`src/rtl/core/psl_pkg.sv`:
```
// ----------------------------------------------------------------------------
// psl_pkg
// Shared types and constants of the positional sequential list.
// ----------------------------------------------------------------------------
package psl_pkg;

   localparam int DEFAULT_CAPACITY = 128;
   localparam int DATA_W           = 32;
   localparam int POS_W            = 8;
   localparam int CMD_W            = 2;

   typedef enum logic [CMD_W-1:0] {
      CMD_INSERT = 2'd0,
      CMD_DELETE = 2'd1,
      CMD_GET    = 2'd2,
      CMD_LOCATE = 2'd3
   } cmd_type;

   localparam logic STATUS_OK  = 1'b0;
   localparam logic STATUS_ERR = 1'b1;

   typedef enum logic [1:0] {
      MODE_HOLD   = 2'd0,
      MODE_ROTATE = 2'd1,
      MODE_INSERT = 2'd2,
      MODE_DELETE = 2'd3
   } cell_mode_type;

   typedef struct packed {
      cell_mode_type     mode;
      logic [POS_W-1:0]  position;
      logic [DATA_W-1:0] value;
   } cell_ctl_type;

endpackage

```
`src/rtl/core/psl_cell.sv`:
```
// ----------------------------------------------------------------------------
// psl_cell
// One list slot: holds an element and takes a neighbour's value or the inserted value on command.
// ----------------------------------------------------------------------------
module psl_cell #(
   parameter int CAPACITY = psl_pkg::DEFAULT_CAPACITY,
   parameter int INDEX    = 0
) (
   input  logic                          clock,
   input  psl_pkg::cell_ctl_type         ctl,
   input  logic [psl_pkg::DATA_W-1:0]    prev_data,
   input  logic [psl_pkg::DATA_W-1:0]    next_data,
   output logic [psl_pkg::DATA_W-1:0]    data
);

   localparam int CW = $clog2(CAPACITY + 1);
   localparam int PW = (CW > psl_pkg::POS_W) ? CW : psl_pkg::POS_W;
   localparam logic [PW-1:0] SLOT = PW'(INDEX + 1);

   logic [psl_pkg::DATA_W-1:0] data_ff;
   logic [psl_pkg::DATA_W-1:0] data_in;
   logic [PW-1:0]              pos_ext;

   assign pos_ext = PW'(ctl.position);

   always_comb begin
      data_in = data_ff;
      case (ctl.mode)
         psl_pkg::MODE_HOLD: begin
            data_in = data_ff;
         end
         psl_pkg::MODE_ROTATE: begin
            data_in = next_data;
         end
         psl_pkg::MODE_INSERT: begin
            if (SLOT > pos_ext) begin
               data_in = prev_data;
            end else if (SLOT == pos_ext) begin
               data_in = ctl.value;
            end
         end
         psl_pkg::MODE_DELETE: begin
            if (SLOT >= pos_ext) begin
               data_in = next_data;
            end
         end
         default: begin
            data_in = data_ff;
         end
      endcase
   end

   always_ff @(posedge clock) begin
      data_ff <= data_in;
   end

   assign data = data_ff;

endmodule

```
`config.mk`:
```
export PLATFORM = sky130hd
export DESIGN_NAME = psl_cell
export DESIGN_NICKNAME = d
export VERILOG_FILES = /design/src/rtl/core/psl_pkg.sv /design/src/rtl/core/psl_cell.sv
export SDC_FILE = /design/constraint.sdc
export NUM_CORES = 1
export LEC_CHECK = 0
export BUFFER_PORTS_ARGS = -buffer_cell sky130_fd_sc_hd__buf_2
export CAP_MARGIN = 0
export CORE_MARGIN = 3
export CORE_UTILIZATION = 45
export CTS_CLUSTER_SIZE = 10
export DETAILED_ROUTE_END_ITERATION = 10
export GPL_ROUTABILITY_DRIVEN = 0
export PLACE_DENSITY = 0.86
export RECOVER_POWER = 50
export SLEW_MARGIN = 10
export SYNTH_ARGS = -nofsm -noshare
export SYNTH_HDL_FRONTEND = slang
export SYNTH_SLANG_ARGS = --single-unit
```
`constraint.sdc`:
```
create_clock -name clock -period 5.25 [get_ports clock]
set_input_delay 0.7875 -clock clock [delete_from_list [all_inputs] [get_ports clock]]
set_output_delay 0.7875 -clock clock [all_outputs]
set_load 0.02 [all_outputs]
```
Word level (Yosys, flattened, before mapping) --
Index checks and enable logic that the tools add are counted.
Storage, ports and cells: output and inout port bits 32, input bits 107, flip-flop bits (word level) 32
Operators by class: reductions and logical operators 2, eq/ne operators 6, mux-type cells 4, order comparisons 2, bitwise logic cells 1
Operator list (number):
- $mux W32 | 3
- $pmux W32 S3 | 1
- $eq A1 B8 Y1 const A | 1
- $ge A1 B8 Y1 const A | 1
- $gt A1 B8 Y1 const A | 1
- $eq A2 B2 Y1 const B | 2
- $ne A3 B3 Y1 const B | 1
- $reduce_and A3 Y1 | 1
- $eq A2 B1 Y1 const B | 1
- $logic_not A2 Y1 | 1
- $ne A2 B2 Y1 const B | 1
- $not A1 Y1 | 1

Depth between registers and ports, before layout --
depth in word-level cells 4, gate-level depth with buffers 5

Worst setup path after synthesis --
OpenSTA, ideal clock, no wires.
path type input to register, start point input port ctl[40] in the netlist's numbering, end point register data_ff, in the netlist data[0] (enable), slack 1679 ps, data required time 4784 ps, arrival time 3105 ps, stages on the path 2, setup time 466 ps, cell sequence inv_1 > o21ai_0
On the way: word-level cells in the longest chain between the ends 3, elaborated cells on any way between the ends 7, classes of those cells 4 x eq/ne; 1 x bitwise; 2 x reduce/logical
RTL lines:
- start: declaration | RTL line psl_cell.sv:10 | input psl_pkg::cell_ctl_type ctl,
- $eq A2 B2 Y1 / $logic_not A2 Y1 (equally long branches) | RTL line psl_cell.sv:28 | case (ctl.mode)
- $ne A3 B3 Y1 (no line) (tied with other cells)
- $reduce_and A3 Y1 (no line) (*)
- end signal: assignment | RTL line psl_cell.sv:54 | data_ff <= data_in;
- end: declaration | RTL line psl_cell.sv:20 | logic [psl_pkg::DATA_W-1:0] data_ff;
Every way passes the cells marked *; elsewhere a longest branch is shown, timed or not. A chain may end at the register's enable or synchronous reset.

Final worst setup path --
start point input port ctl[40] in the netlist's numbering, end point register data_ff, in the netlist data[10] (enable)
The elaborated chain is that of the path after synthesis.

==> impl_metrics.tcl <==
set metrics [dict create \
    drv_cap 1 \
    finalSetupViolations 0 \
    port_buffers 138 \
    synth_cells 146 \
    worst_setup_path_end_kind "flop" \
    path_class "in2reg" \
    synthAdderAreaFrac_pct 0 \
    numCtsBuffers 5 \
    cts_num_sinks 32 \
    clockBufferDepth 2 \
    rsz0062_at_grt "false" \
    yosys_warnings 0 \
    fin_util_pct 65.8 \
    start_util_pct 49.1 \
    fill_cells 344 \
    hp-class "in2reg" \
    antenna_cells 0 \
    ctsHtreeMaxLevel 2 \
    root_buffer "clkbuf_8" \
    first_pass_iters 2 \
    largest_reg_flops 32 \
    multiInputGateArea_mm2 0.00101 \
    dp_worst_setup_slack_ns 2.83 \
    fmax_ghz 0.321 \
    dieHeight_um 73.7 \
    overflow 0 \
    nNetsFinal 388 \
    grt_use_total_pct 17.8 \
    synth_seq_area_share_pct 46.6 \
    violations "max-capacitance violations, max-slew violations" \
    routed-via-count 1705 \
    vdd_drop_max_mv 0.180 \
    synth_nets 253 \
    slew_violations 33 \
    final_area_mm2 0.00276 \
    die_area_mm2 0.00543 \
    grt_pass1_vias 1711 \
    synth_top_family_by_area "multiplexers" \
    power.leakage_nw 1.65 \
    cts.repair.resized 0 \
    postCtsHoldBufs 0 \
    wirelength_mm 4.96 \
    synth_area_per_cell_um2 14.1 \
    grt_pass1_wl_mm 7.39 \
    dpl-instance-area_mm2 0.00275 \
    synth_xor_area_share_pct 0 \
    clkSlewWorstSetupHoldPaths_ns 0.06 \
    ff_latch_area_um2 961 \
    tns_ns 0 \
    grt_max_degree 65 \
    crit_fanout 32 \
    hold_end "data[28]" \
    synth_simple_gate_area_share_pct 1.76 \
    rows 23 \
    die_x_um 73.7 \
    fin_ws_ns 2.13 \
    min_period_ns 3.12 \
    drcViolationCount 0 \
    antenna_found_initial 0 \
    drive_above_1_share_pct 40.5 \
    core_area_mm2 0.00420 \
    status "finished, violations left" \
    slew_headroom_pct -81.5 \
    hpwlAfterDp_mm 3.80 \
    antenna_left 0 \
    synth_compound_area_share_pct 0.243 \
    syn2layout_area_growth_pct 33.9 \
    wire_per_inst_um 15.1 \
    drt_iter0_markers 69 \
    start_kind "primary input" \
    finalHoldViolCount 0 \
    hold_depth 3 \
    synth_mux_area_share_pct 46.6 \
    critPathRequiredTime_ns 5.08 \
    tightest_slew_ns 2.70 \
    hp-start "prev_data[28]" \
    synth-seq-cells 32 \
    cts_setup_buffers 0 \
    fin_crit_sh_pct 59.3 \
    cp.arrival_ns 2.95 \
    syn_area_mm2 0.00206 \
    synth_cell_type_count 13 \
    vias_per_cell 5.18 \
    cts_tree "done" \
    power_mw 0.623 \
    power.density_mw_per_mm2 226 \
    ios 139 \
]
worst max-delay path by stage:
stage                 start        to  slack (ns)  cells after the start
CTS                 ctl[41]  data[31]        3.12                      4
global placement    ctl[41]  data[17]        2.87                      4
global route        ctl[40]  data[17]        1.85                      3
detailed placement  ctl[41]  data[31]        2.83                      4
floorplan           ctl[40]   data[0]        1.68                      2
finish              ctl[40]  data[10]        2.13                      3
critical path, cell delays in order:
cell and delay [ns]:
clkbuf_1 0.09, inv_1 0.05, o21ai_1 2.01
power by group:
part	internal (mW)	switching (mW)	leakage, nW	total (mW)
Combinational	0.0675	0.0785	1.31	0.146
Sequential	0.306	0.00499	0.300	0.311
Clock	0.0853	0.0809	0.0359	0.166
layout make-up:
cell class | instances | area share (%)
well taps | 50 | 2.26
inverters | 1 | 0.136
flip-flops and latches | 32 | 34.8
multi-input cells | 102 | 36.5
repair buffers | 139 | 23.8
clock buffers | 5 | 2.49
per-stage QoR:
stage	instances	hold WS [ns]
finish	329	0.871
global route	329	0.883
CTS	329	0.870
detailed placement	324	1.16
global placement	324	1.14
floorplan	146	1.05
logic make-up after synthesis:
logic type,after synthesis
muxes,96
AOI/OAI and AO/OA,1
DFF,32
buffers and inverters,12
and+or+nand+nor,5
layout by cell type, fill, tap and decap left out:
cell	netlist	final
buf_2	5	105
mux2i_1	96	96
clkbuf_1	0	33
edfxtp_1	32	32
clkbuf_8	0	5
nand2b_4	0	1
nor4_2	1	1
nor3_1	1	1
nand3b_1	1	1
inv_1	1	1
nand3_1	1	1
o21ai_1	0	1
buf_4	2	1
per-layer routing:
metal | wire [µm] | track usage [%]
met1 | 1780 | 18.2
met2 | 2580 | 32.6
met3 | 539 | 6.57
met4 | 63 | 6.64
met5 | 0 | 0
synth_stat cells:
library cell / count / share of area [%]
buf_4: 2 / 0.73
inv_1: 1 / 0.18
nor3_1: 1 / 0.24
edfxtp_1: 32 / 47
nand3_1: 1 / 0.24
buf_2: 5 / 1.2
buf_6: 1 / 0.55
o21ai_0: 1 / 0.24
nand2b_1: 1 / 0.30
nor4_2: 1 / 0.61
buf_8: 3 / 2.2
nand3b_1: 1 / 0.36
mux2i_1: 96 / 47
Note: power is estimated with default switching activity, not from simulation.
