$ cat config.mk
export PLATFORM = sky130hd
export DESIGN_NAME = psl_ctrl_flat
export DESIGN_NICKNAME = d
export VERILOG_FILES = /design/src/rtl/core/psl_pkg.sv /design/src/rtl/core/psl_if.sv /design/src/rtl/core/psl_ctrl.sv /design/src/flat_wrapper.sv
export SDC_FILE = /design/constraint.sdc
export NUM_CORES = 1
export LEC_CHECK = 0
export ABC_AREA = 0
export BUFFER_PORTS_ARGS = -buffer_cell sky130_fd_sc_hd__buf_2
export CAP_MARGIN = 40
export CORE_AREA = 2 2 132 134
export DETAILED_ROUTE_END_ITERATION = 10
export DIE_AREA = 0 0 134 136
export GPL_TIMING_DRIVEN = 0
export PLACE_DENSITY = 0.69
export SLEW_MARGIN = 20
export SYNTH_ARGS = -nofsm -noshare
export SYNTH_HDL_FRONTEND = slang
export SYNTH_SLANG_ARGS = --single-unit
$ cat constraint.sdc
create_clock -name clock -period 7.3 [get_ports clock]
set_input_delay 0.365 -clock clock [delete_from_list [all_inputs] [get_ports clock]]
set_output_delay 0.365 -clock clock [all_outputs]
set_load 0.01 [all_outputs]
$ cat src/rtl/core/psl_pkg.sv
// ----------------------------------------------------------------------------
// psl_pkg
// Shared types and constants of the positional sequential list.
// ----------------------------------------------------------------------------
package psl_pkg;

   localparam int DEFAULT_CAPACITY = 128;
   localparam int DATA_W           = 32;
   localparam int POS_W            = 8;
   localparam int CMD_W            = 2;

   typedef enum logic [CMD_W-1:0] {
      CMD_INSERT = 2'd0,
      CMD_DELETE = 2'd1,
      CMD_GET    = 2'd2,
      CMD_LOCATE = 2'd3
   } cmd_type;

   localparam logic STATUS_OK  = 1'b0;
   localparam logic STATUS_ERR = 1'b1;

   typedef enum logic [1:0] {
      MODE_HOLD   = 2'd0,
      MODE_ROTATE = 2'd1,
      MODE_INSERT = 2'd2,
      MODE_DELETE = 2'd3
   } cell_mode_type;

   typedef struct packed {
      cell_mode_type     mode;
      logic [POS_W-1:0]  position;
      logic [DATA_W-1:0] value;
   } cell_ctl_type;

endpackage

$ cat src/rtl/core/psl_if.sv
// ----------------------------------------------------------------------------
// psl_if
// Request and response channels of the positional sequential list.
// ----------------------------------------------------------------------------
interface psl_req_if;
   logic                                valid;
   logic                                ready;
   logic [psl_pkg::CMD_W-1:0]           command;
   logic [psl_pkg::POS_W-1:0]           position;
   logic signed [psl_pkg::DATA_W-1:0]   value;

   modport source(output valid, command, position, value, input ready);
   modport sink(input valid, command, position, value, output ready);
endinterface

interface psl_rsp_if;
   logic                                valid;
   logic                                ready;
   logic                                status;
   logic signed [psl_pkg::DATA_W-1:0]   element;
   logic [psl_pkg::POS_W-1:0]           found_position;
   logic [psl_pkg::POS_W-1:0]           count;

   modport source(output valid, status, element, found_position, count, input ready);
   modport sink(input valid, status, element, found_position, count, output ready);
endinterface

$ cat src/rtl/core/psl_ctrl.sv
// ----------------------------------------------------------------------------
// psl_ctrl
// Sequencer of the list: checks requests, walks the chain, holds the count.
// ----------------------------------------------------------------------------
module psl_ctrl #(
   parameter int CAPACITY = psl_pkg::DEFAULT_CAPACITY
) (
   input  logic                          clock,
   input  logic                          reset,
   psl_req_if.sink                       req_if,
   psl_rsp_if.source                     rsp_if,
   input  logic [psl_pkg::DATA_W-1:0]    head_data,
   output psl_pkg::cell_ctl_type         ctl
);

   localparam int CW  = $clog2(CAPACITY + 1);
   localparam int IW  = (CAPACITY > 1) ? $clog2(CAPACITY) : 1;
   localparam int PW  = (CW > psl_pkg::POS_W) ? CW : psl_pkg::POS_W;
   localparam int PW1 = PW + 1;
   localparam logic [IW-1:0] LAST_STEP = IW'(CAPACITY - 1);
   localparam logic [CW-1:0] FULL      = CW'(CAPACITY);

   typedef enum logic [2:0] {
      ST_IDLE   = 3'b001,
      ST_WALK   = 3'b010,
      ST_FINISH = 3'b100
   } state_type;

   state_type                   state_ff, state_in;
   logic [IW-1:0]               step_ff, step_in;
   psl_pkg::cmd_type            cmd_ff;
   logic [psl_pkg::POS_W-1:0]   pos_ff;
   logic [psl_pkg::DATA_W-1:0]  val_ff;
   logic                        ok_ff;
   logic [psl_pkg::DATA_W-1:0]  elem_ff, elem_in;
   logic                        hit_ff, hit_in;
   logic [psl_pkg::POS_W-1:0]   found_ff, found_in;
   logic [CW-1:0]               fill_ff, fill_in;
   logic                        rsp_valid_ff;
   logic                        rsp_status_ff;
   logic [psl_pkg::DATA_W-1:0]  rsp_element_ff;
   logic [psl_pkg::POS_W-1:0]   rsp_found_ff;
   logic [psl_pkg::POS_W-1:0]   rsp_count_ff;

   logic                        accept;
   logic                        out_free;
   logic                        commit;
   logic [PW1-1:0]              req_pos_ext;
   logic [PW1-1:0]              fill_ext;
   logic [PW1-1:0]              slot_ext;
   logic [PW1-1:0]              fill_out_ext;
   logic                        ins_ok;
   logic                        acc_ok;
   logic                        req_ok;
   psl_pkg::cmd_type            req_cmd;

   assign req_cmd     = psl_pkg::cmd_type'(req_if.command);
   assign accept      = req_if.valid && req_if.ready;
   assign out_free    = !rsp_valid_ff || rsp_if.ready;
   assign commit      = (state_ff == ST_FINISH) && out_free;
   assign req_pos_ext = PW1'(req_if.position);
   assign fill_ext    = PW1'(fill_ff);
   assign slot_ext    = PW1'(step_ff) + PW1'(1);

   assign ins_ok = (fill_ff != FULL) && (req_pos_ext != '0) &&
                   (req_pos_ext <= fill_ext + PW1'(1));
   assign acc_ok = (req_pos_ext != '0) && (req_pos_ext <= fill_ext);

   always_comb begin
      case (req_cmd)
         psl_pkg::CMD_INSERT: req_ok = ins_ok;
         psl_pkg::CMD_DELETE: req_ok = acc_ok;
         psl_pkg::CMD_GET:    req_ok = acc_ok;
         default:             req_ok = 1'b1;
      endcase
   end

   assign req_if.ready = (state_ff == ST_IDLE);

   always_comb begin
      state_in     = state_ff;
      step_in      = step_ff;
      elem_in      = elem_ff;
      hit_in       = hit_ff;
      found_in     = found_ff;
      fill_in      = fill_ff;
      ctl.mode     = psl_pkg::MODE_HOLD;
      ctl.position = pos_ff;
      ctl.value    = val_ff;
      case (state_ff)
         ST_IDLE: begin
            if (accept) begin
               elem_in  = '0;
               hit_in   = 1'b0;
               found_in = '0;
               step_in  = '0;
               if (req_cmd == psl_pkg::CMD_INSERT || !req_ok) begin
                  state_in = ST_FINISH;
               end else begin
                  state_in = ST_WALK;
               end
            end
         end
         ST_WALK: begin
            ctl.mode = psl_pkg::MODE_ROTATE;
            if (cmd_ff == psl_pkg::CMD_LOCATE) begin
               if (!hit_ff && (PW1'(step_ff) < fill_ext) && (head_data == val_ff)) begin
                  hit_in   = 1'b1;
                  found_in = slot_ext[psl_pkg::POS_W-1:0];
               end
            end else if (slot_ext == PW1'(pos_ff)) begin
               elem_in = head_data;
            end
            if (step_ff == LAST_STEP) begin
               step_in  = '0;
               state_in = ST_FINISH;
            end else begin
               step_in = step_ff + IW'(1);
            end
         end
         ST_FINISH: begin
            if (out_free) begin
               state_in = ST_IDLE;
               if (ok_ff && cmd_ff == psl_pkg::CMD_INSERT) begin
                  ctl.mode = psl_pkg::MODE_INSERT;
                  fill_in  = fill_ff + CW'(1);
               end else if (ok_ff && cmd_ff == psl_pkg::CMD_DELETE) begin
                  ctl.mode = psl_pkg::MODE_DELETE;
                  fill_in  = fill_ff - CW'(1);
               end
            end
         end
         default: begin
            state_in = ST_IDLE;
         end
      endcase
   end

   assign fill_out_ext = PW1'(fill_in);

   always_ff @(posedge clock) begin
      if (reset) begin
         state_ff     <= ST_IDLE;
         step_ff      <= '0;
         fill_ff      <= '0;
         rsp_valid_ff <= 1'b0;
      end else begin
         state_ff <= state_in;
         step_ff  <= step_in;
         fill_ff  <= fill_in;
         if (commit) begin
            rsp_valid_ff <= 1'b1;
         end else if (rsp_if.ready) begin
            rsp_valid_ff <= 1'b0;
         end
      end
   end

   always_ff @(posedge clock) begin
      elem_ff  <= elem_in;
      hit_ff   <= hit_in;
      found_ff <= found_in;
      if (accept) begin
         cmd_ff <= req_cmd;
         pos_ff <= req_if.position;
         val_ff <= req_if.value;
         ok_ff  <= req_ok;
      end
      if (commit) begin
         rsp_status_ff  <= ok_ff ? psl_pkg::STATUS_OK : psl_pkg::STATUS_ERR;
         rsp_element_ff <= elem_ff;
         rsp_found_ff   <= found_ff;
         rsp_count_ff   <= fill_out_ext[psl_pkg::POS_W-1:0];
      end
   end

   assign rsp_if.valid          = rsp_valid_ff;
   assign rsp_if.status         = rsp_status_ff;
   assign rsp_if.element        = rsp_element_ff;
   assign rsp_if.found_position = rsp_found_ff;
   assign rsp_if.count          = rsp_count_ff;

   a_walk_ends : assert property (@(posedge clock) disable iff (reset)
      (state_ff == ST_WALK && step_ff == LAST_STEP) |=> (state_ff == ST_FINISH))
      else $error("walk did not end after a full rotation");

   a_fill_bound : assert property (@(posedge clock) disable iff (reset)
      fill_ff <= FULL)
      else $error("element count above capacity");

   a_commit_valid : assert property (@(posedge clock) disable iff (reset)
      commit |=> rsp_valid_ff)
      else $error("finished request produced no response");

   a_insert_count : assert property (@(posedge clock) disable iff (reset)
      (commit && ok_ff && cmd_ff == psl_pkg::CMD_INSERT) |=>
      (fill_ff == CW'($past(fill_ff) + CW'(1))))
      else $error("successful insert did not raise the count");

   a_idle_step : assert property (@(posedge clock) disable iff (reset)
      (state_ff == ST_IDLE) |-> (step_ff == '0))
      else $error("step counter not cleared while idle");

endmodule

$ cat src/flat_wrapper.sv
// flat-port wrapper written by rule: the top's interface ports become plain ports
module psl_ctrl_flat 
#(
   parameter int CAPACITY = psl_pkg::DEFAULT_CAPACITY
)
  (clock, reset, head_data, ctl, req_if_valid, req_if_command, req_if_position, req_if_value, req_if_ready, rsp_if_valid, rsp_if_status, rsp_if_element, rsp_if_found_position, rsp_if_count, rsp_if_ready);
  psl_req_if req_if_i ();
  psl_rsp_if rsp_if_i ();
  input  logic clock;
  input  logic reset;
  input  logic [psl_pkg::DATA_W-1:0] head_data;
  output psl_pkg::cell_ctl_type ctl;
  input wire logic [$bits(req_if_i.valid)-1:0] req_if_valid;
  input wire logic [$bits(req_if_i.command)-1:0] req_if_command;
  input wire logic [$bits(req_if_i.position)-1:0] req_if_position;
  input wire logic [$bits(req_if_i.value)-1:0] req_if_value;
  output wire logic [$bits(req_if_i.ready)-1:0] req_if_ready;
  output wire logic [$bits(rsp_if_i.valid)-1:0] rsp_if_valid;
  output wire logic [$bits(rsp_if_i.status)-1:0] rsp_if_status;
  output wire logic [$bits(rsp_if_i.element)-1:0] rsp_if_element;
  output wire logic [$bits(rsp_if_i.found_position)-1:0] rsp_if_found_position;
  output wire logic [$bits(rsp_if_i.count)-1:0] rsp_if_count;
  input wire logic [$bits(rsp_if_i.ready)-1:0] rsp_if_ready;
  assign req_if_i.valid = req_if_valid;
  assign req_if_i.command = req_if_command;
  assign req_if_i.position = req_if_position;
  assign req_if_i.value = req_if_value;
  assign req_if_ready = req_if_i.ready;
  assign rsp_if_valid = rsp_if_i.valid;
  assign rsp_if_status = rsp_if_i.status;
  assign rsp_if_element = rsp_if_i.element;
  assign rsp_if_found_position = rsp_if_i.found_position;
  assign rsp_if_count = rsp_if_i.count;
  assign rsp_if_i.ready = rsp_if_ready;
  psl_ctrl #(.CAPACITY(CAPACITY)) u_core (.clock(clock), .reset(reset), .req_if(req_if_i), .rsp_if(rsp_if_i), .head_data(head_data), .ctl(ctl));
endmodule
== After elaboration in Yosys (flattened, before gate mapping) ==
Index checks and enable logic that the tools add are counted.
W data, S select, Z words.

* Register bits after elaboration: 152
* Bits in latches: 0
* Memory bits (writable): 0
* Memory bits (read-only): 0
* Bits of input ports: 78
* Output and inout bits: 93
* Word-level logic and storage cells: 97
* Memories kept: 0

* $add $sub $neg: 5
* $mul: 0
* Divide/modulo/power cells: 0
* Magnitude comparators: 3
* Eq/ne operators: 18
* Shifts and indexed selects: 0
* Multiplexer cells: 32
* Bitwise logic cells: 0
* Reductions and logical operators: 24

{| class="wikitable"
|+ Operators with widths
! operator !! number
|-
| $mux W32 || 3
|-
| $pmux W32 S2 || 1
|-
| $mux W8 || 7
|-
| $eq A32 B32 Y1 || 1
|-
| $pmux W8 S2 || 1
|-
| $mux W7 || 2
|-
| $pmux W7 S2 || 1
|-
| $mux W3 || 4
|-
| $ne A2 B1 Y1 const B || 5
|-
| $add A8 B1 Y9 const B || 1
|-
| $eq A9 B8 Y1 || 1
|-
| $le A8 B9 Y1 || 1
|-
| $logic_and A1 B1 Y1 || 9
|-
| $pmux W3 S3 || 1
|-
| $reduce_bool A9 Y1 || 1
|-
| $add A7 B1 Y8 const B || 1
|-
| $add A8 B1 Y8 const B || 1
|-
| $le A8 B8 Y1 || 1
|-
| $lt A7 B8 Y1 || 1
|-
| $ne A8 B8 Y1 const B || 1
|-
| $reduce_and A4 Y1 || 2
|-
| $sub A8 B1 Y8 const B || 1
|-
| $add A7 B1 Y7 const B || 1
|-
| $eq A7 B7 Y1 const B || 1
|-
| other kinds (17) || 33
|}

== Logic depth before layout (Yosys ltp) ==
Gate-level depths: netlist (run 1).

* Depth after elaboration: 9
* Depth in mapped cells: 10
* Depth with buffers taken out: 10

== Worst setup path before layout (run 1) ==
Ideal clock, no wire load.

* Kind: flip-flop to flip-flop
* Start point: register u_core.step_ff[1]
* End point: register u_core.elem_ff[0] (netlist name), enable pin
* Setup time: 470 ps
* Arrival: 3759 ps
* Required time: 6830 ps
* Slack: 3072 ps
* Cell stages (with the launch flop): 7
* Path buffers: 0
* Period minus slack after synthesis: 4228 ps
* Path through: dfxtp_1 > ha_1 > and3_2 > nor3_1 > a2111oi_2 > nand4_1 > o31ai_1

* Longest elaborated chain between the ends: 4

{| class="wikitable"
|+ Ends and longest elaborated chain
! item !! line !! source
|-
| start, declared || psl_ctrl.sv:30 || <nowiki>logic [IW-1:0] step_ff, step_in;</nowiki>
|-
| start signal, assigned || psl_ctrl.sv:149 || <nowiki>step_ff <= step_in;</nowiki>
|-
| $add A7 B1 Y8 || psl_ctrl.sv:63 || <nowiki>assign slot_ext = PW1'(step_ff) + PW1'(1);</nowiki>
|-
| $eq A9 B8 Y1 || psl_ctrl.sv:111 || <nowiki>end else if (slot_ext == PW1'(pos_ff)) begin</nowiki>
|-
| $ne A2 B1 Y1 (no source line) || -- ||
|-
| $reduce_and A4 Y1 (no source line) || -- ||
|-
| end signal, assigned || psl_ctrl.sv:160 || <nowiki>elem_ff <= elem_in;</nowiki>
|-
| end, declared || psl_ctrl.sv:35 || <nowiki>logic [psl_pkg::DATA_W-1:0] elem_ff, elem_in;</nowiki>
|}

Every way passes these cells.
A chain may end at the register's enable or synchronous reset.

== Worst setup path in the final report (run 1) ==
* Start point: register u_core.fill_ff[5]
* End point: register u_core.found_ff[6] (netlist name), enable pin

* Longest elaborated chain between the ends: 5

{| class="wikitable"
|+ Ends and longest elaborated chain
! item !! line !! source
|-
| start, declared || psl_ctrl.sv:38 || <nowiki>logic [CW-1:0] fill_ff, fill_in;</nowiki>
|-
| start signal, assigned || psl_ctrl.sv:150 || <nowiki>fill_ff <= fill_in;</nowiki>
|-
| $lt A7 B8 Y1 || psl_ctrl.sv:107 || <nowiki>if (!hit_ff && (PW1'(step_ff) < fill_ext) && (head_data == val_ff)) begin</nowiki>
|-
| $logic_and A1 B1 Y1 (2 in series) || psl_ctrl.sv:107 ||
|-
| $ne A2 B1 Y1 (no source line) || -- ||
|-
| $reduce_and A4 Y1 (no source line) || -- ||
|-
| end signal, assigned || psl_ctrl.sv:162 || <nowiki>found_ff <= found_in;</nowiki>
|-
| end, declared || psl_ctrl.sv:37 || <nowiki>logic [psl_pkg::POS_W-1:0] found_ff, found_in;</nowiki>
|}

Every way passes these cells.

==> impl_metrics.toml, run 1 <==
[floorplanning]
die-height_um = 136
io_pins = 171
die_area_sq_um = 18200
die_w_um = 134
rows = 48
coreArea_sq_um = 16900
start_util_pct = 39.3

[route]
drt_iter0_drc = 185
vias_per_cell = 4.95
drc = 0
antenna_left = 0
wirelength_mm = 15.4
drtPass1Iterations = 4
num_vias = 4475
wire_per_inst_um = 17.1

[cells_and_area]
final_nets = 772
final_cell_mix = "170 x buf_2, 133 x edfxtp_1, 43 x xnor2_1"
layout_commonest_cell = "buf_2"
drive_gt1_share_pct = 33.5
area_growth_syn_to_layout_pct = 27.6

[logic_synthesis]
avgSynthCellArea_sq_um = 14.0
synth_flop_cell = "edfxtp_1"
syn_inst = 474
synth_edf_count = 133
syn_area_sq_um = 6630
async_flop_share_pct = 0
synth_cell_type_count = 63
synth-seq-cells = 152
yosysWarnings = 0
synth_nets = 580
ys_seq_area_share_pct = 66.0

[worst_setup_path]
cp_max_fo = 9
critPathArrivalTime_ns = 2.76
regToRegSetupSlack_ns = 4.58
path_cells = "buf_4 -> inv_1 -> ha_1 -> a21oi_1 -> o311ai_1 -> or4_1 -> o21ai_1"
crit_family = "compound AO/OA/AOI/OAI gates"
critPathKind = "reg -> reg"
max_stage_delay_ns = 0.66
path_buf_inv = 2
end_kind = "register"
critPathSlowestCell = "o21ai_1"
critical_path_required_ns = 7.34
startpoint_type = "register"

[power]
sw_frac_of_total_pct = 22.7
switching_power_uw = 474
comb_power_share_pct = 7.7
clkPwrFrac_pct = 43.5
powerDensity_nw_per_um2 = 247
internal_power_mw = 1.61
ir_drop_mv = 0.167
pwr-share-seq_pct = 48.9
p_leak_nw = 3.30

[flow_run]
maxCapViolCount = 0

[global_route]
gr-total-overflow = 0
grt_antenna_before_repair = 1
grt_pass1_wl_mm = 23.7
grt_max_degree = 33
grt_usage_pct = 17.4
grt_pass1_vias = 4484

[clock_tree]
htree_levels = 4
clk_pin_slew_ns = 0.07
cts_buffer_depth = 2
post-cts-setup-buffers = 0
cts_hold_buffers = 0
insertion_delay_ns = 0.41
clockRootBuffer = "clkbuf_16"
cts_tree = "yes"
cts.sinks = 152
cts_inserted_buffers = 17
ctsResizeCount = 0

[timing]
rsz0062_at_grt = "false"
max-slew-margin-rel_pct = 47.1
final_hold_viol_count = 0
fin_ws_ns = 4.58
post-route-min-period_ns = 2.72
fmax_ghz = 0.367
setup_violations = 0
setup_tns_ns = 0
tightestPinTransition_ns = 0.789
fin_skew_ns = 0.00808
fin_crit_sh_pct = 37.3
slew_violations = 0

[place]
gp_congestion = 0.862
portBuffers = 169
detailed_place_hpwl_mm = 11.9
place_ws_ns = 4.52

[status]
outcome = "finished, final reports clean"

[min_path]
worstHoldPathType = "in -> reg"
[power groups by stage]
| stage | logic [mW] | registers, mW | clock network (mW) |
|---|---|---|---|
| 3_3_place_gp | 0.149 | 1.04 | 0 |
| 3_5_place_dp | 0.162 | 1.04 | 0 |
| 4_1_cts | 0.163 | 1.02 | 0.931 |
| 6_report | 0.160 | 1.02 | 0.906 |
| 2_1_floorplan | 0.0702 | 1.04 | 0 |
| 5_1_grt | 0.176 | 1.02 | 0.971 |
[through the flow]
| step | hold slack, ns | instance area, sq um | power [mW] | utilization, % | instances |
|---|---|---|---|---|---|
| 2_1_floorplan | 0.400 | 6630 | 1.11 | - | 474 |
| 3_3_place_gp | 0.400 | 7750 | 1.19 | 46.0 | 868 |
| 3_5_place_dp | 0.405 | 7840 | 1.20 | 46.4 | 872 |
| 4_1_cts | 0.101 | 8450 | 2.11 | 50.1 | 903 |
| 5_1_grt | 0.0898 | 8450 | 2.17 | 50.1 | 904 |
| 6_report | 0.125 | 8450 | 2.08 | 50.1 | 904 |
[flip-flops by register name, summed over array words and instances (netlist names)]
signal	cells
u_core.step_ff	7
u_core.fill_ff	8
u_core.ok_ff	1
u_core.cmd_ff	2
u_core.rsp_if.count	8
u_core.rsp_if.element	32
u_core.elem_ff	32
u_core.rsp_if.status	1
u_core.state_ff	3
u_core.hit_ff	1
u_core.rsp_if.valid	1
u_core.found_ff	8
u_core.rsp_if.found_position	8
u_core.pos_ff	8
u_core.val_ff	32
[cell type report]
| class | count | area [sq um] |
|---|---|---|
| fillers | 1485 | 8420 |
| inverters | 27 | 103 |
| repair buffers | 173 | 916 |
| clock inverters | 14 | 188 |
| multi-input cells | 282 | 2100 |
| flip-flops and latches | 152 | 4370 |
| diodes | 1 | 2.50 |
| well taps | 225 | 282 |
| clock buffers | 17 | 425 |
| plain buffers | 13 | 67.6 |
[synthesized netlist by cell type, drive strengths merged (4+ instances only)]
cell / count / area, sq um
xnor2: 43 / 377
edfxtp: 133 / 3990
nand2: 19 / 73.8
nor2: 20 / 82.6
a21oi: 16 / 83.8
nand2b: 4 / 32.5
and3: 4 / 26.3
o21ai: 8 / 40.0
nand4: 12 / 81.3
nor3b: 4 / 35.0
inv: 26 / 97.6
xor2: 13 / 114
clkbuf: 9 / 36.3
ha: 28 / 350
nand3: 10 / 50.1
dfxtp: 19 / 380
nor4: 8 / 62.6
and2: 42 / 263
nor3: 6 / 30.0
buf: 4 / 31.3
[per-layer routing]
| layer | up-vias | part of all wire [%] | global-route usage [%] |
|---|---|---|---|
| li1 | 2132 | - | - |
| met1 | 2151 | 42 | 21.1 |
| met2 | 171 | 49 | 29.5 |
| met3 | 21 | 6.4 | 4.96 |
| met4 | 0 | 2.0 | 6.74 |
| met5 | - | 0 | 0 |
[logic make-up (layout without fill, tap and decap cells)]
logic type / count (synthesis) / in the layout / share of synthesized area (%)
muxes: 2 / 2 / 0.302
adders and majority gates: 28 / 28 / 5.29
DFF: 152 / 152 / 66.0
AOI/OAI and AO/OA: 57 / 57 / 6.14
and+or+nand+nor: 139 / 139 / 12.3
xor gates and xnor gates: 56 / 56 / 7.40
buffers and inverters: 40 / 244 / 2.57
other: 0 / 1 / 0
[final timing paths]
check                           from                              end  cells past startpoint
setup / recovery   u_core.fill_ff[5]               u_core.found_ff[6]                      7
hold / removal      req_if_value[20]                u_core.val_ff[20]                      1
setup reg to reg   u_core.fill_ff[5]               u_core.found_ff[6]                      7
hold reg to reg   u_core.found_ff[7]  u_core.rsp_if.found_position[7]                      0
[worst reg2reg max path, delay by kind of cell (launching register included)]
kind / cells / cell delay (ns)
and+or+nand+nor: 1 / 0.52
DFF: 1 / 0.31
adders and majority gates: 1 / 0.34
AOI/OAI and AO/OA: 3 / 0.91
buffers and inverters: 2 / 0.28
No activity file was read; power rests on OpenSTA's default activity.
==> run 2: changes to the inputs <==
==> constraint.sdc (replaced) <==
create_clock -name clock -period 2.52 [get_ports clock]
set_input_delay 0.126 -clock clock [delete_from_list [all_inputs] [get_ports clock]]
set_output_delay 0.126 -clock clock [all_outputs]
set_load 0.01 [all_outputs]
==> run 2 against run 1 <==
Die area unchanged. Sequential share of layout area decreased by 2.8 points. Clock-buffer cell count unchanged. Critical path type unchanged. Worst hold slack got worse by 0.11 ns. Critical path depth rose by 2. Setup slack got worse by 4.5 ns. Sequential cell count unchanged. Clock skew is 0.0016 ns lower. First-iteration DRC count increased by 17%.
==> impl_metrics.toml, run 2 (synthesized netlist as in run 1, its figures left out) <==
[cells_and_area]
drive_gt1_share_pct = 33.2
final_nets = 816
layout_commonest_cell = "buf_2"
fillers = 1432
area_growth_syn_to_layout_pct = 35.2
final_cell_mix = "169 x buf_2, 133 x edfxtp_1, 43 x dlygate4sd3_1"

[floorplanning]
io_pins = 171
coreArea_sq_um = 16900
start_util_pct = 39.3
die_area_sq_um = 18200
die-height_um = 136
die_w_um = 134
rows = 48

[global_route]
grt_antenna_before_repair = 1
grt_usage_pct = 18.2
grt_pass1_vias = 4797
grt_pass1_wl_mm = 25.0
gr-total-overflow = 0
grt_max_degree = 38

[status]
outcome = "finished, final reports clean"

[worst_setup_path]
cp_max_fo = 8
critPathKind = "reg -> reg"
critical_path_required_ns = 2.69
critPathArrivalTime_ns = 2.57
path_cells = "nand3_2 -> nor4_4 -> xnor2_2 -> ha_1 -> nand3_1 -> nor3_1 -> a41oi_1 -> o21ai_1 -> a221o_1"
end_kind = "register"
max_stage_delay_ns = 0.42
startpoint_type = "register"
critPathSlowestCell = "dfxtp_4"
r2r_cells = 9

[clock_tree]
cts.sinks = 152
clockRootBuffer = "clkbuf_16"
htree_levels = 4
insertion_delay_ns = 0.42
cts_inserted_buffers = 17
cts_buffer_depth = 2
cts_tree = "yes"
clk_pin_slew_ns = 0.06

[timing]
setup_violations = 0
post-route-min-period_ns = 2.40
fin_skew_ns = 0.00651
rsz0062_at_grt = "true"
final_hold_viol_count = 0
fin_ws_ns = 0.120
max-slew-margin-rel_pct = 57.7
fin_crit_sh_pct = 95.2
setup_tns_ns = 0
fmax_ghz = 0.417
tightestPinTransition_ns = 0.629
slew_violations = 0

[route]
wire_per_inst_um = 17.1
antenna_left = 0
drc = 0
drt_iter0_drc = 216
num_vias = 4663
vias_per_cell = 4.92
drtPass1Iterations = 4
wirelength_mm = 16.2

[place]
portBuffers = 169
place_ws_ns = -0.212
gp_congestion = 0.889
detailed_place_hpwl_mm = 12.1

[power]
ir_drop_mv = 0.437
powerDensity_nw_per_um2 = 670
p_leak_nw = 3.50

[min_path]
min_path_cells = 2
worstHoldPathType = "in -> reg"

[flow_run]
maxCapViolCount = 0
## run 2: changes by cell type in the layout (fill, tap and decap cells not counted), moves of 2 or more
cell and delta:
dfxtp_1 -4, ha_4 +2, dfxtp_4 +2, clkbuf_4 +2, dlygate4sd3_1 +43, dfxtp_2 +2, ha_1 -2
## run 2: critical path, delay by kind of cell, from the launching register on
kind	cells	cell delay (ns)
AND/OR/NAND/NOR	4	0.69
flip-flops	1	0.42
AO/OA/AOI/OAI	3	0.58
adder cells (fa/ha/maj)	1	0.28
XOR/XNOR	1	0.18
## run 2: worst paths after layout
kind,slack [ns],from,end
setup / recovery,0.12,u_core.fill_ff[0],u_core.ok_ff
hold / removal,0.02,head_data[20],u_core.elem_ff[20]
setup reg to reg,0.12,u_core.fill_ff[0],u_core.ok_ff
hold reg to reg,0.42,u_core.elem_ff[7],u_core.rsp_if.element[7]
## run 2: cell type report
| class | instances | area, sq um | share of cell area, % |
|---|---|---|---|
| diodes | 1 | 2.50 | 0.0279 |
| plain buffers | 13 | 73.8 | 0.824 |
| clock buffers | 17 | 425 | 4.75 |
| clock inverters | 14 | 164 | 1.83 |
| inverters | 27 | 103 | 1.14 |
| multi-input cells | 282 | 2170 | 24.2 |
| flip-flops and latches | 152 | 4380 | 48.9 |
| well taps | 225 | 282 | 3.14 |
| repair buffers | 217 | 1360 | 15.2 |
## run 2: per-stage QoR
stage                     utilization (%)  total power, mW  cell area [sq um]  hold WS (ns)  instances
final                                53.1             6.01               8960        0.0188        948
after detailed placement             46.6             3.48               7870         0.305        872
after global routing                 53.1             6.23               8960        0.0102        948
after CTS                            52.8             6.07               8900       0.00315        946
after floorplan                         -             3.23               6670         0.225        474
after global placement               46.2             3.44               7790         0.303        868
## run 2: per-layer routing
| metal | global-route usage [%] | vias up | routed length [um] |
|---|---|---|---|
| met1 | 21.5 | 2247 | 6790 |
| met3 | 4.62 | 27 | 965 |
| met2 | 31.7 | 168 | 8100 |
| met4 | 7.57 | 0 | 372 |
| li1 | - | 2221 | - |
| met5 | 0 | - | 0 |
## run 2: power by group
part	total [mW]	switching, mW	leakage [nW]	internal, mW
registers	2.95	0.0667	1.43	2.88
logic	0.528	0.281	1.79	0.247
clock network	2.53	1.05	0.280	1.48
total	6.01	1.40	3.50	4.61
## run 2: what timing repair did
| action | in CTS | in global routing |
|---|---|---|
| pin swaps | 1 | 2 |
| resized for setup | 4 | 14 |
| endpoints found under the setup margin | 36 | 33 |
| endpoints found under the hold margin | 42 | 1 |
| hold buffers | 42 | 1 |
| buffers inserted | 1 | 0 |
==> run 3: changes to the inputs <==
--- a/config.mk
+++ b/config.mk
@@ -8,10 +8,9 @@
 export ABC_AREA = 0
 export BUFFER_PORTS_ARGS = -buffer_cell sky130_fd_sc_hd__buf_2
 export CAP_MARGIN = 40
-export CORE_AREA = 2 2 132 134
+export CORE_AREA = 3 3 133 135
 export DETAILED_ROUTE_END_ITERATION = 10
-export DIE_AREA = 0 0 134 136
-export GPL_TIMING_DRIVEN = 0
+export DIE_AREA = 0 0 136 138
 export PLACE_DENSITY = 0.69
 export SLEW_MARGIN = 20
 export SYNTH_ARGS = -nofsm -noshare
==> run 3 against run 2 <==
Largest power group unchanged. Wire length hardly changed. Maximum frequency rose by 1.8%. Sequential cell count did not move. Non-clock buffer count down 2.
==> impl_metrics.toml, run 3 (synthesized netlist as in run 1, its figures left out) <==
[status]
outcome = "finished, final reports clean"

[global_route]
grt_max_degree = 38
grt_usage_pct = 17.2
grt_most_used_layer = "met2"
grt_pass1_vias = 4601
grt_use_met2_pct = 28.6
grt_antenna_before_repair = 0
met1_usage_pct = 22.0
grt_pass1_wl_mm = 24.9
grt_util_met3_pct = 4.76
gr-total-overflow = 0

[timing]
fin_skew_ns = 0.0104
post-route-min-period_ns = 2.36
slew_violations = 0
max-slew-margin-rel_pct = 66.8
setup_violations = 0
fin_ws_ns = 0.163
final_hold_viol_count = 0
rsz0062_at_grt = "false"
setup_tns_ns = 0
tightestPinTransition_ns = 0.494
fin_crit_sh_pct = 93.5
fmax_ghz = 0.424

[route]
drt_iter0_drc = 229
drc = 0
wire_per_inst_um = 17.3
num_vias = 4658
vias_per_cell = 4.95
drtPass1Iterations = 4
antenna_left = 0
wirelength_mm = 16.2

[power]
comb_power_share_pct = 8.8
p_leak_nw = 3.51
switching_power_mw = 1.42
ir_drop_mv = 0.478
powerDensity_nw_per_um2 = 679
internal_power_mw = 4.64
pwr-share-seq_pct = 48.7
clkPwrFrac_pct = 42.5
sw_frac_of_total_pct = 23.5

[worst_setup_path]
end_kind = "register"
cp_max_fo = 8
path_cells = "nand2_1 -> nor4_2 -> xnor2_1 -> ha_1 -> nand3_1 -> nor3_1 -> a41oi_1 -> o21ai_0 -> a221o_1"
critical_path_required_ns = 2.69
critPathSlowestCell = "dfxtp_1"
startpoint_type = "register"
critPathArrivalTime_ns = 2.52
max_stage_delay_ns = 0.47
critPathKind = "reg -> reg"

[min_path]
worstHoldPathType = "in -> reg"

[clock_tree]
htree_levels = 4
ctsResizeCount = 0
clockRootBuffer = "clkbuf_16"
cts.sinks = 152
cts_buffer_depth = 2
insertion_delay_ns = 0.42
clk_pin_slew_ns = 0.06
cts_tree = "yes"
cts_inserted_buffers = 17

[floorplanning]
coreArea_sq_um = 16600
rows = 47
die-height_um = 138
start_util_pct = 40.0
io_pins = 171
die_area_sq_um = 18800
die_w_um = 136

[cells_and_area]
insertedDiodeCount = 0
fillers = 1394
layout_commonest_cell = "buf_2"
drive_gt1_share_pct = 32.3
final_nets = 814
final_cell_mix = "170 x buf_2, 133 x edfxtp_1, 47 x dlygate4sd3_1"
area_growth_syn_to_layout_pct = 34.7

[place]
portBuffers = 170
gp_congestion = 0.890
detailed_place_hpwl_mm = 11.6
place_ws_ns = 0.154

[flow_run]
maxCapViolCount = 0
-- run 3: what timing repair did --
action	in CTS	in global routing
endpoints found under the hold margin	53	0
setup buffers	0	0
endpoints found under the setup margin	0	0
hold buffers	47	0
-- run 3: per-layer routing --
layer | vias to the layer above | share of wire, %
li1 | 2220 | -
met1 | 2211 | 43
met2 | 204 | 49
met3 | 23 | 6.7
met4 | 0 | 1.5
met5 | - | 0
-- run 3: path summary, 6_finish.rpt --
path / startpoint / end / slack (ns) / depth (start not counted)
worst max-delay path: u_core.fill_ff[3] / u_core.ok_ff / 0.16 / 9
worst min register to register: u_core.found_ff[3] / u_core.rsp_if.found_position[3] / 0.41 / 0
worst max register to register: u_core.fill_ff[3] / u_core.ok_ff / 0.16 / 9
worst min-delay path: head_data[14] / u_core.elem_ff[14] / 0.03 / 2
-- run 3: area by class of cell --
class | count | area, sq um | area share, %
clock buffers | 17 | 425 | 4.77
inverters | 27 | 103 | 1.15
clock inverters | 15 | 185 | 2.07
flip-flops and latches | 152 | 4380 | 49.0
well taps | 220 | 275 | 3.08
multi-input cells | 282 | 2120 | 23.7
repair buffers | 228 | 1440 | 16.1
-- run 3: critical path, delay by kind of cell, from the launching register on --
| family | cells | cell delay, ns |
|---|---|---|
| XOR/XNOR | 1 | 0.20 |
| flip-flops | 1 | 0.47 |
| adder cells (fa/ha/maj) | 1 | 0.29 |
| AO/OA/AOI/OAI | 3 | 0.56 |
| AND/OR/NAND/NOR | 4 | 0.58 |
-- run 3: per-stage QoR --
| step | power (mW) | area, sq um | std cells | utilization, % | hold WS, ns |
|---|---|---|---|---|---|
| final | 6.06 | 8930 | 941 | 53.8 | 0.0293 |
| after global routing | 6.30 | 8930 | 941 | 53.8 | 0.00564 |
| after CTS | 6.13 | 8930 | 941 | 53.8 | 0.00116 |
| after detailed placement | 3.48 | 7850 | 862 | 47.3 | 0.304 |
| after global placement | 3.47 | 7850 | 862 | 47.3 | 0.304 |
| after floorplan | 3.23 | 6670 | 474 | - | 0.225 |
-- run 3: power by group through the flow --
stage	Sequential [mW]	Clock, mW	Combinational, mW
after floorplan	3.02	0	0.208
after global placement	3.00	0	0.468
after detailed placement	3.00	0	0.475
after CTS	2.95	2.65	0.534
after global routing	2.96	2.76	0.581
final	2.95	2.58	0.531
